## src/sv/cmsc_pkg.sv

```systemverilog
// Shared widths and controller/datapath interface types for the
// clock multiplier and shift calculator. No dependencies.
package cmsc_pkg;

    localparam int FREQ_W  = 32;
    localparam int MULT_W  = 33;
    localparam int SHIFT_W = 6;
    localparam int NUM_W   = 65;
    localparam int CNT_W   = 7;

    // Commands from the controller to the datapath.
    typedef struct packed {
        logic load;        // capture an input beat
        logic head_step;   // one step of the headroom search
        logic trial_start; // form the numerator of the current trial
        logic div_step;    // one restoring division step
        logic next_trial;  // move on to the next smaller shift
        logic out_load;    // write the result register
    } t_cmd;

    // Status from the datapath to the controller.
    typedef struct packed {
        logic src_zero;    // source frequency is zero
        logic head_busy;   // headroom search still running
        logic div_last;    // this is the final division step
        logic fit;         // quotient fits the headroom
        logic last_trial;  // current trial uses a shift of one
    } t_status;

endpackage

```

## src/sv/clock_mult_shift_calc.sv

```systemverilog
// One beat is worked at a time, so a new beat is taken only once the last
// result is loaded; the time per beat is set by the one-bit-per-cycle
// restoring divider shared by all trials. A zero source skips the divider.
// Reset (synchronous, active low) clears the controller and the output valid.
module clock_mult_shift_calc #(
    parameter int MAX_SHIFT = 32
) (
    input  logic                          i_clk,
    input  logic                          i_rst_n,
    input  logic                          i_valid,
    output logic                          o_stall,
    input  logic [cmsc_pkg::FREQ_W-1:0]   i_source_freq_hz,
    input  logic [cmsc_pkg::FREQ_W-1:0]   i_target_freq_hz,
    output logic                          o_valid,
    input  logic                          i_stall,
    output logic [cmsc_pkg::MULT_W-1:0]   o_multiplier,
    output logic [cmsc_pkg::SHIFT_W-1:0]  o_shift_amount,
    output logic                          o_divide_error
);
    import cmsc_pkg::*;

    t_cmd    cmd;
    t_status status;

    // Controller state machine.
    cmsc_ctrl u_ctrl (
        .i_clk    (i_clk),
        .i_rst_n  (i_rst_n),
        .i_valid  (i_valid),
        .o_stall  (o_stall),
        .o_valid  (o_valid),
        .i_stall  (i_stall),
        .i_status (status),
        .o_cmd    (cmd)
    );

    // Headroom search, divider and result register.
    cmsc_dp #(
        .MAX_SHIFT (MAX_SHIFT)
    ) u_dp (
        .i_clk            (i_clk),
        .i_source_freq_hz (i_source_freq_hz),
        .i_target_freq_hz (i_target_freq_hz),
        .i_cmd            (cmd),
        .o_status         (status),
        .o_multiplier     (o_multiplier),
        .o_shift_amount   (o_shift_amount),
        .o_divide_error   (o_divide_error)
    );

endmodule

```

## src/sv/cmsc_ctrl.sv

```systemverilog
// Controller state machine of the clock multiplier and shift calculator.
// Depends on cmsc_pkg for the command and status types.
module cmsc_ctrl (
    input  logic              i_clk,
    input  logic              i_rst_n,
    input  logic              i_valid,
    output logic              o_stall,
    output logic              o_valid,
    input  logic              i_stall,
    input  cmsc_pkg::t_status i_status,
    output cmsc_pkg::t_cmd    o_cmd
);
    import cmsc_pkg::*;

    localparam logic [2:0] ST_IDLE   = 3'd0;
    localparam logic [2:0] ST_HEAD   = 3'd1;
    localparam logic [2:0] ST_START  = 3'd2;
    localparam logic [2:0] ST_DIV    = 3'd3;
    localparam logic [2:0] ST_CHECK  = 3'd4;
    localparam logic [2:0] ST_FINISH = 3'd5;

    logic [2:0] r_state, n_state;
    logic       r_out_valid, n_out_valid;
    logic       out_free;

    // The result register is free when empty or being taken this cycle.
    assign out_free = !r_out_valid || !i_stall;
    assign o_stall  = (r_state != ST_IDLE);
    assign o_valid  = r_out_valid;

    // Next-state and command decode.
    always_comb begin
        n_state = r_state;
        o_cmd   = '0;
        unique case (r_state)
            ST_IDLE: begin
                if (i_valid) begin
                    o_cmd.load = 1'b1;
                    n_state    = ST_HEAD;
                end
            end
            ST_HEAD: begin
                if (i_status.src_zero) begin
                    n_state = ST_FINISH;
                end else if (i_status.head_busy) begin
                    o_cmd.head_step = 1'b1;
                end else begin
                    n_state = ST_START;
                end
            end
            ST_START: begin
                o_cmd.trial_start = 1'b1;
                n_state           = ST_DIV;
            end
            ST_DIV: begin
                o_cmd.div_step = 1'b1;
                if (i_status.div_last) begin
                    n_state = ST_CHECK;
                end
            end
            ST_CHECK: begin
                if (i_status.fit || i_status.last_trial) begin
                    n_state = ST_FINISH;
                end else begin
                    o_cmd.next_trial = 1'b1;
                    n_state          = ST_START;
                end
            end
            ST_FINISH: begin
                if (out_free) begin
                    o_cmd.out_load = 1'b1;
                    n_state        = ST_IDLE;
                end
            end
            default: begin
                n_state = ST_IDLE;
            end
        endcase
    end

    // Output valid flag: set on a load, cleared when the beat is taken.
    always_comb begin
        n_out_valid = r_out_valid;
        if (o_cmd.out_load) begin
            n_out_valid = 1'b1;
        end else if (r_out_valid && !i_stall) begin
            n_out_valid = 1'b0;
        end
    end

    always_ff @(posedge i_clk) begin
        if (!i_rst_n) begin
            r_state     <= ST_IDLE;
            r_out_valid <= 1'b0;
        end else begin
            r_state     <= n_state;
            r_out_valid <= n_out_valid;
        end
    end

endmodule

```

## src/sv/cmsc_dp.sv

```systemverilog
// Datapath of the clock multiplier and shift calculator: headroom search,
// bit-serial restoring divider and result register. Depends on cmsc_pkg.
module cmsc_dp #(
    parameter int MAX_SHIFT = 32
) (
    input  logic                           i_clk,
    input  logic [cmsc_pkg::FREQ_W-1:0]    i_source_freq_hz,
    input  logic [cmsc_pkg::FREQ_W-1:0]    i_target_freq_hz,
    input  cmsc_pkg::t_cmd                 i_cmd,
    output cmsc_pkg::t_status              o_status,
    output logic [cmsc_pkg::MULT_W-1:0]    o_multiplier,
    output logic [cmsc_pkg::SHIFT_W-1:0]   o_shift_amount,
    output logic                           o_divide_error
);
    import cmsc_pkg::*;

    // The numerator's top bit for shift s sits at bit NUM_W-1 once the
    // rounding term is aligned by 32 - s.
    localparam int ALIGN0 = FREQ_W - MAX_SHIFT;

    logic [FREQ_W-1:0]  r_src, r_tgt, r_span;
    logic               r_err;
    logic [SHIFT_W-1:0] r_head, r_sh;
    logic [NUM_W-1:0]   r_addend, r_num;
    logic [FREQ_W-1:0]  r_rem;
    logic [MULT_W-1:0]  r_quo;
    logic               r_sticky;
    logic [CNT_W-1:0]   r_cnt;
    logic [MULT_W-1:0]  r_mult;
    logic [SHIFT_W-1:0] r_shift;
    logic               r_derr;

    logic [FREQ_W:0]    cand, diff;
    logic               qbit;
    logic               fit;

    // One restoring division step on the next numerator bit. The partial
    // remainder is below the source, so a borrow shows in the top bit.
    assign cand = {r_rem, r_num[NUM_W-1]};
    assign diff = cand - {1'b0, r_src};
    assign qbit = !diff[FREQ_W];

    // The quotient fits when nothing stands at or above bit r_head.
    assign fit = !r_sticky && ((r_quo >> r_head) == '0);

    assign o_status.src_zero   = (r_src == '0);
    assign o_status.head_busy  = (r_span != '0) && (r_head != '0);
    assign o_status.div_last   = (r_cnt == CNT_W'(1));
    assign o_status.fit        = fit;
    assign o_status.last_trial = (r_sh == SHIFT_W'(1));

    // Operand capture and headroom search. Span is source minus one, and
    // each step drops one bit of it while the headroom counts down.
    always_ff @(posedge i_clk) begin
        if (i_cmd.load) begin
            r_src    <= i_source_freq_hz;
            r_tgt    <= i_target_freq_hz;
            r_err    <= (i_source_freq_hz == '0);
            r_span   <= i_source_freq_hz - FREQ_W'(1);
            r_head   <= SHIFT_W'(FREQ_W);
            r_sh     <= SHIFT_W'(MAX_SHIFT);
            r_addend <= NUM_W'(i_source_freq_hz[FREQ_W-1:1]) << ALIGN0;
        end else begin
            if (i_cmd.head_step) begin
                r_span <= r_span >> 1;
                r_head <= r_head - SHIFT_W'(1);
            end
            if (i_cmd.next_trial) begin
                r_sh     <= r_sh - SHIFT_W'(1);
                r_addend <= r_addend << 1;
            end
        end
    end

    // Divider: a trial runs sh + 33 steps, one quotient bit per cycle.
    // Bits that leave the 33-bit quotient register set the sticky flag.
    always_ff @(posedge i_clk) begin
        if (i_cmd.trial_start) begin
            r_num    <= {1'b0, r_tgt, {FREQ_W{1'b0}}} + r_addend;
            r_rem    <= '0;
            r_quo    <= '0;
            r_sticky <= 1'b0;
            r_cnt    <= CNT_W'(r_sh) + CNT_W'(MULT_W);
        end else if (i_cmd.div_step) begin
            r_num    <= r_num << 1;
            r_rem    <= qbit ? diff[FREQ_W-1:0] : cand[FREQ_W-1:0];
            r_quo    <= {r_quo[MULT_W-2:0], qbit};
            r_sticky <= r_sticky | r_quo[MULT_W-1];
            r_cnt    <= r_cnt - CNT_W'(1);
        end
    end

    // Result register. A final trial that does not fit reports shift zero.
    always_ff @(posedge i_clk) begin
        if (i_cmd.out_load) begin
            r_mult  <= r_err ? '0 : r_quo;
            r_shift <= (r_err || !fit) ? '0 : r_sh;
            r_derr  <= r_err;
        end
    end

    assign o_multiplier   = r_mult;
    assign o_shift_amount = r_shift;
    assign o_divide_error = r_derr;

endmodule

```

## config.mk

```make
export PLATFORM = sky130hd
export DESIGN_NAME = clock_mult_shift_calc
export DESIGN_NICKNAME = d
export VERILOG_FILES = /design/src/sv/cmsc_pkg.sv /design/src/sv/clock_mult_shift_calc.sv /design/src/sv/cmsc_ctrl.sv /design/src/sv/cmsc_dp.sv
export SDC_FILE = /design/constraint.sdc
export NUM_CORES = 1
export LEC_CHECK = 0
export BUFFER_PORTS_ARGS = -buffer_cell sky130_fd_sc_hd__buf_2
export CAP_MARGIN = 5
export CORE_MARGIN = 2
export CORE_UTILIZATION = 63
export CTS_BUF_LIST = sky130_fd_sc_hd__clkbuf_8
export DETAILED_ROUTE_END_ITERATION = 10
export PLACE_DENSITY_LB_ADDON = 0.3
export SYNTH_ARGS = -nofsm -noshare
export SYNTH_HDL_FRONTEND = slang
export SYNTH_SLANG_ARGS = --single-unit
```

## constraint.sdc

```tcl
create_clock -name i_clk -period 4.75 [get_ports i_clk]
set_input_delay 0.7125 -clock i_clk [delete_from_list [all_inputs] [get_ports i_clk]]
set_output_delay 0.7125 -clock i_clk [all_outputs]
set_load 0.03 [all_outputs]
```

==> impl_summary.txt <==
----------------------------------------------------
[Floorplan]
  I/O pin count ... 110
  Standard cell core area ... 0.02940 mm²
  Initial standard-cell utilization of the core ... 0.6353
  Die Ht ... 176.2 µm
  Area enclosed by the die boundary ... 0.03104 mm²
  Horizontal extent of the die ... 176.2 µm
  Number of core rows ... 63

[Logic synthesis]
  Synthesized net count ... 2094
  Mean Syn Cell Area ... 9.569 µm²
  Number of flops mapped to enable cells by yosys ... 240
  Cell area after synthesis ... 0.01868 mm²
  Number of storage elements in the synthesis netlist ... 356
  Yosys synthesis warning count ... 0
  FFs w/ async S/R, synth ... 0
  Syn Inst Count ... 1952
  Sequential element share of the synthesized area ... 0.5102
  Prevailing post-synth register cell ... sky130_fd_sc_hd__edfxtp_1
  Yosys cell types ... 76

[Timing]
  Number of pins with negative max-slew slack in the final report ... 0
  Number of failing setup endpoints in the final timing report ... 0
  Tmin final ... 4.175 ns
  Clock tree skew after final layout ... 0.02701 ns
  Worst-Margin Slew ... 1.197 ns
  Setup repair after global routing missed its margin ... false
  Final cycle utilization of the critical path ... 0.8789
  Fmax ... 239.5 MHz
  Worst-case hold slack ... 0.2918 ns
  Setup Total Neg Slack ... 0 ns
  Number of failing hold endpoints at the final stage ... 0
  Worst setup slack after layout ... 0.5752 ns
  Relative slew slack ... 0.2019

[Routing]
  Total routed wirelength ... 40490 µm
  Via total after detailed routing ... 14490
  Number of design rule violations left after detail routing ... 0
  Wire length per cell after detailed routing ... 16.35 µm
  Iter 0 DRT Violations ... 1378
  First-pass iteration count of the detailed router ... 6
  Number of nets with antenna violations after routing ... 0
  Via/cell ratio ... 5.848

[Final layout]
  Design area ... 0.02063 mm²
  # nets final ... 2177
  Post-layout instance count excluding filler cells ... 2477
  Final Core Density ... 0.7015
  Layout overhead on the synthesized area ... 10.43%
  # fillers ... 2223
  Share of post-route cells with drive strength above 1 ... 0.1182

[Critical path]
  Kind of launch point of the worst setup path ... flop
  Internal reg-to-reg setup slack ... 0.58 ns
  Cells along the critical path ... ha_1 -> fa_1 -> nor2b_1 -> o31ai_1 -> a2111oi_0 -> o31ai_1 -> o31ai_2 -> a21oi_1 -> mux2i_1 -> nand2_2 -> buf_12 -> mux2i_1 -> a21oi_1
  Reg2reg end ... u_dp.r_rem[28]
  Register-to-Register Path Depth ... 13
  Highest fanout seen on the critical path ... 23
  Worst reg2reg startpoint ... u_dp.r_src[0]
  Slowest stage cell on the critical path ... sky130_fd_sc_hd__a2111oi_0
  Data arrival time of the critical path ... 4.61 ns
  Highest cell delay on the worst timing path ... 0.75 ns
  Worst setup path start ... u_dp.r_src[0]
  Worst EP required ... 5.18 ns
  Crit Path Class ... flop to flop
  Capturing element type of the critical path ... flop

[Hold path]
  Worst Hold Path EP ... u_dp.r_tgt[0]
  Beginning of the worst hold path ... i_target_freq_hz[0]
  Cell depth of the worst hold path ... 1
  Type of the tightest min-delay check ... primary input to flop

[Clocking]
  Post-CTS Hold Fix Bufs ... 0
  Clock-pin slew of the registers on the worst-case setup and hold paths ... 0.06 ns
  Post-CTS setup buffers ... 0
  Clock tree buffer depth ... 3
  Number of buffers inserted during clock tree synthesis ... 55
  Number of levels in the clock H-tree ... 2
  Clk_lat worst skew ... 0.60 ns
  Clock sink count ... 356
  Clock tree from TritonCTS ... done
  Post-cts repair resize count ... 0
  Clock root cell ... sky130_fd_sc_hd__clkbuf_8

[Global routing]
  Combined global-route utilization of all metal layers ... 0.2621
  Maximum number of pins on one net before global-route repair ... 99
  Via count of the first global-routing pass ... 13940
  First-pass GRT wire length ... 67090 µm
  GRT overflow ... 0
  Antenna violations before repair ... 5

[Placed design]
  Last weighted congestion value of the routability-driven placer ... 0.9232
  IO Port Bufs ... 109
  HPWL after detailed placement ... 27380 µm
  Worst setup timing slack at the placement stage ... 0.5753 ns
  Placed cell count ... 2368
  Post-Place Cell Area ... 0.01945 mm²

[Outcome]
  Status ... completed

[Pwr]
  Maximum vdd drop ... 0.0003341 V
  Power Total ... 11.84 mW
  Power per unit of standard cell area ... 574.2 mW/mm²
  Leakage power summed over all cells ... 8.250 nW

[Job]
  Max-cap violations ... 0

----------------------------------------------------
==> flip-flops by register name (all words and copies together) (netlist names), 3 cells and up <==
| signal | cells |
|---|---|
| u_dp.r_addend | 65 |
| u_dp.r_rem | 32 |
| u_dp.o_multiplier | 33 |
| u_dp.o_shift_amount | 6 |
| u_dp.r_span | 32 |
| u_dp.r_sh | 6 |
| u_dp.r_quo | 33 |
| u_ctrl.r_state | 3 |
| u_dp.r_head | 6 |
| u_dp.r_cnt | 7 |
| u_dp.r_src | 32 |
| u_dp.r_num | 65 |
| u_dp.r_tgt | 32 |
==> worst max path at each step <==
stage	to	depth (start not counted)
after floorplan	u_dp.r_span[0]	7
after global placement	u_dp.r_rem[0]	13
after detailed placement	u_dp.r_rem[1]	13
after CTS	u_dp.r_rem[28]	13
after global routing	u_dp.r_rem[1]	13
final	u_dp.r_rem[28]	13
==> cells in the mapped netlist, types with 7 or more instances <==
library cell | instances | share of area
sky130_fd_sc_hd__o211ai_1 | 14 | 0.0056
sky130_fd_sc_hd__inv_1 | 71 | 0.014
sky130_fd_sc_hd__buf_2 | 13 | 0.0035
sky130_fd_sc_hd__dfxtp_1 | 116 | 0.12
sky130_fd_sc_hd__nor3b_1 | 10 | 0.0040
sky130_fd_sc_hd__nor2_1 | 91 | 0.018
sky130_fd_sc_hd__o31ai_1 | 9 | 0.0036
sky130_fd_sc_hd__buf_6 | 7 | 0.0042
sky130_fd_sc_hd__nand4_1 | 18 | 0.0060
sky130_fd_sc_hd__nor3_1 | 51 | 0.014
sky130_fd_sc_hd__a21oi_1 | 69 | 0.018
sky130_fd_sc_hd__xor2_1 | 29 | 0.014
sky130_fd_sc_hd__a21o_1 | 30 | 0.012
sky130_fd_sc_hd__o21a_1 | 7 | 0.0028
sky130_fd_sc_hd__nand2_1 | 464 | 0.093
sky130_fd_sc_hd__nand3_1 | 54 | 0.014
sky130_fd_sc_hd__nor4_1 | 26 | 0.0087
sky130_fd_sc_hd__mux2i_1 | 40 | 0.021
sky130_fd_sc_hd__or3_1 | 11 | 0.0037
sky130_fd_sc_hd__edfxtp_1 | 240 | 0.39
sky130_fd_sc_hd__nand2b_1 | 18 | 0.0060
sky130_fd_sc_hd__xnor2_1 | 62 | 0.029
sky130_fd_sc_hd__o21ai_0 | 152 | 0.041
sky130_fd_sc_hd__nor2b_1 | 45 | 0.015
sky130_fd_sc_hd__a211oi_1 | 16 | 0.0064
sky130_fd_sc_hd__clkbuf_1 | 64 | 0.013
sky130_fd_sc_hd__ha_1 | 72 | 0.048
sky130_fd_sc_hd__buf_1 | 14 | 0.0028
sky130_fd_sc_hd__mux4_2 | 10 | 0.012
sky130_fd_sc_hd__a31oi_1 | 19 | 0.0064
sky130_fd_sc_hd__o21bai_1 | 12 | 0.0048
==> area by class of cell <==
class                      instances  area, µm²  area share
antenna                            5      12.51   0.0006066
clock buffer                      64      880.8     0.04271
clock inverter                    40      285.3     0.01383
inverter                          75      286.5     0.01389
multi-input combinational       1421       8458      0.4101
sequential                       356       9529      0.4620
tap                              390      488.0     0.02366
timing repair buffer             126      685.7     0.03324
==> report_power, final <==
part	internal [mW]	switching, mW	total, mW
clock	1.46	1.21	2.67
combinational	1.64	2.72	4.36
sequential	4.35	0.459	4.81
==> critical path, delay by kind of cell (launching register included) <==
family | cells | cell delay (ns)
adders and majority gates | 2 | 0.64
DFF | 1 | 0.39
and+or+nand+nor | 2 | 0.50
AOI/OAI and AO/OA | 6 | 1.83
muxes | 2 | 0.39
buffers and inverters | 1 | 0.26
==> placed cells by master, fill, tap and decap left out, types with 9 or more instances in the layout <==
master                     netlist  layout
sky130_fd_sc_hd__nand2_1       464     462
sky130_fd_sc_hd__edfxtp_1      240     240
sky130_fd_sc_hd__o21ai_0       152     151
sky130_fd_sc_hd__dfxtp_1       116     116
sky130_fd_sc_hd__buf_2          13     109
sky130_fd_sc_hd__nor2_1         91      90
sky130_fd_sc_hd__inv_1          71      82
sky130_fd_sc_hd__ha_1           72      72
sky130_fd_sc_hd__a21oi_1        69      68
sky130_fd_sc_hd__clkbuf_8        0      64
sky130_fd_sc_hd__xnor2_1        62      62
sky130_fd_sc_hd__nand3_1        54      54
sky130_fd_sc_hd__nor3_1         51      51
sky130_fd_sc_hd__nor2b_1        45      45
sky130_fd_sc_hd__mux2i_1        40      40
sky130_fd_sc_hd__a21o_1         30      30
sky130_fd_sc_hd__xor2_1         29      29
sky130_fd_sc_hd__nor4_1         26      26
sky130_fd_sc_hd__a31oi_1        19      19
sky130_fd_sc_hd__nand4_1        18      18
sky130_fd_sc_hd__nand2b_1       18      17
sky130_fd_sc_hd__a211oi_1       16      16
sky130_fd_sc_hd__buf_4           1      16
sky130_fd_sc_hd__o211ai_1       14      14
sky130_fd_sc_hd__clkinv_2        0      14
sky130_fd_sc_hd__o21bai_1       12      12
sky130_fd_sc_hd__or3_1          11      11
sky130_fd_sc_hd__nor3b_1        10      10
sky130_fd_sc_hd__mux4_2         10      10
sky130_fd_sc_hd__clkinv_1        2       9
sky130_fd_sc_hd__o31ai_1         9       9
==> cell families after synthesis <==
kind of cell | share of synthesized area
xor+xnor | 0.04267
flops | 0.5102
fa+ha+maj | 0.05038
buf+inv | 0.03912
simple gates | 0.1935
compound gates | 0.1288
mux | 0.03530
==> layer usage <==
| layer | wire length (µm) | up-vias | GRT usage |
|---|---|---|---|
| li1 | - | 7111 | - |
| met1 | 18100 | 6852 | 0.3531 |
| met2 | 19020 | 440 | 0.4368 |
| met3 | 2332 | 80 | 0.04199 |
| met4 | 1026 | 2 | 0.08402 |
| met5 | 13 | - | 0 |
(Power assumes the default switching activity.)
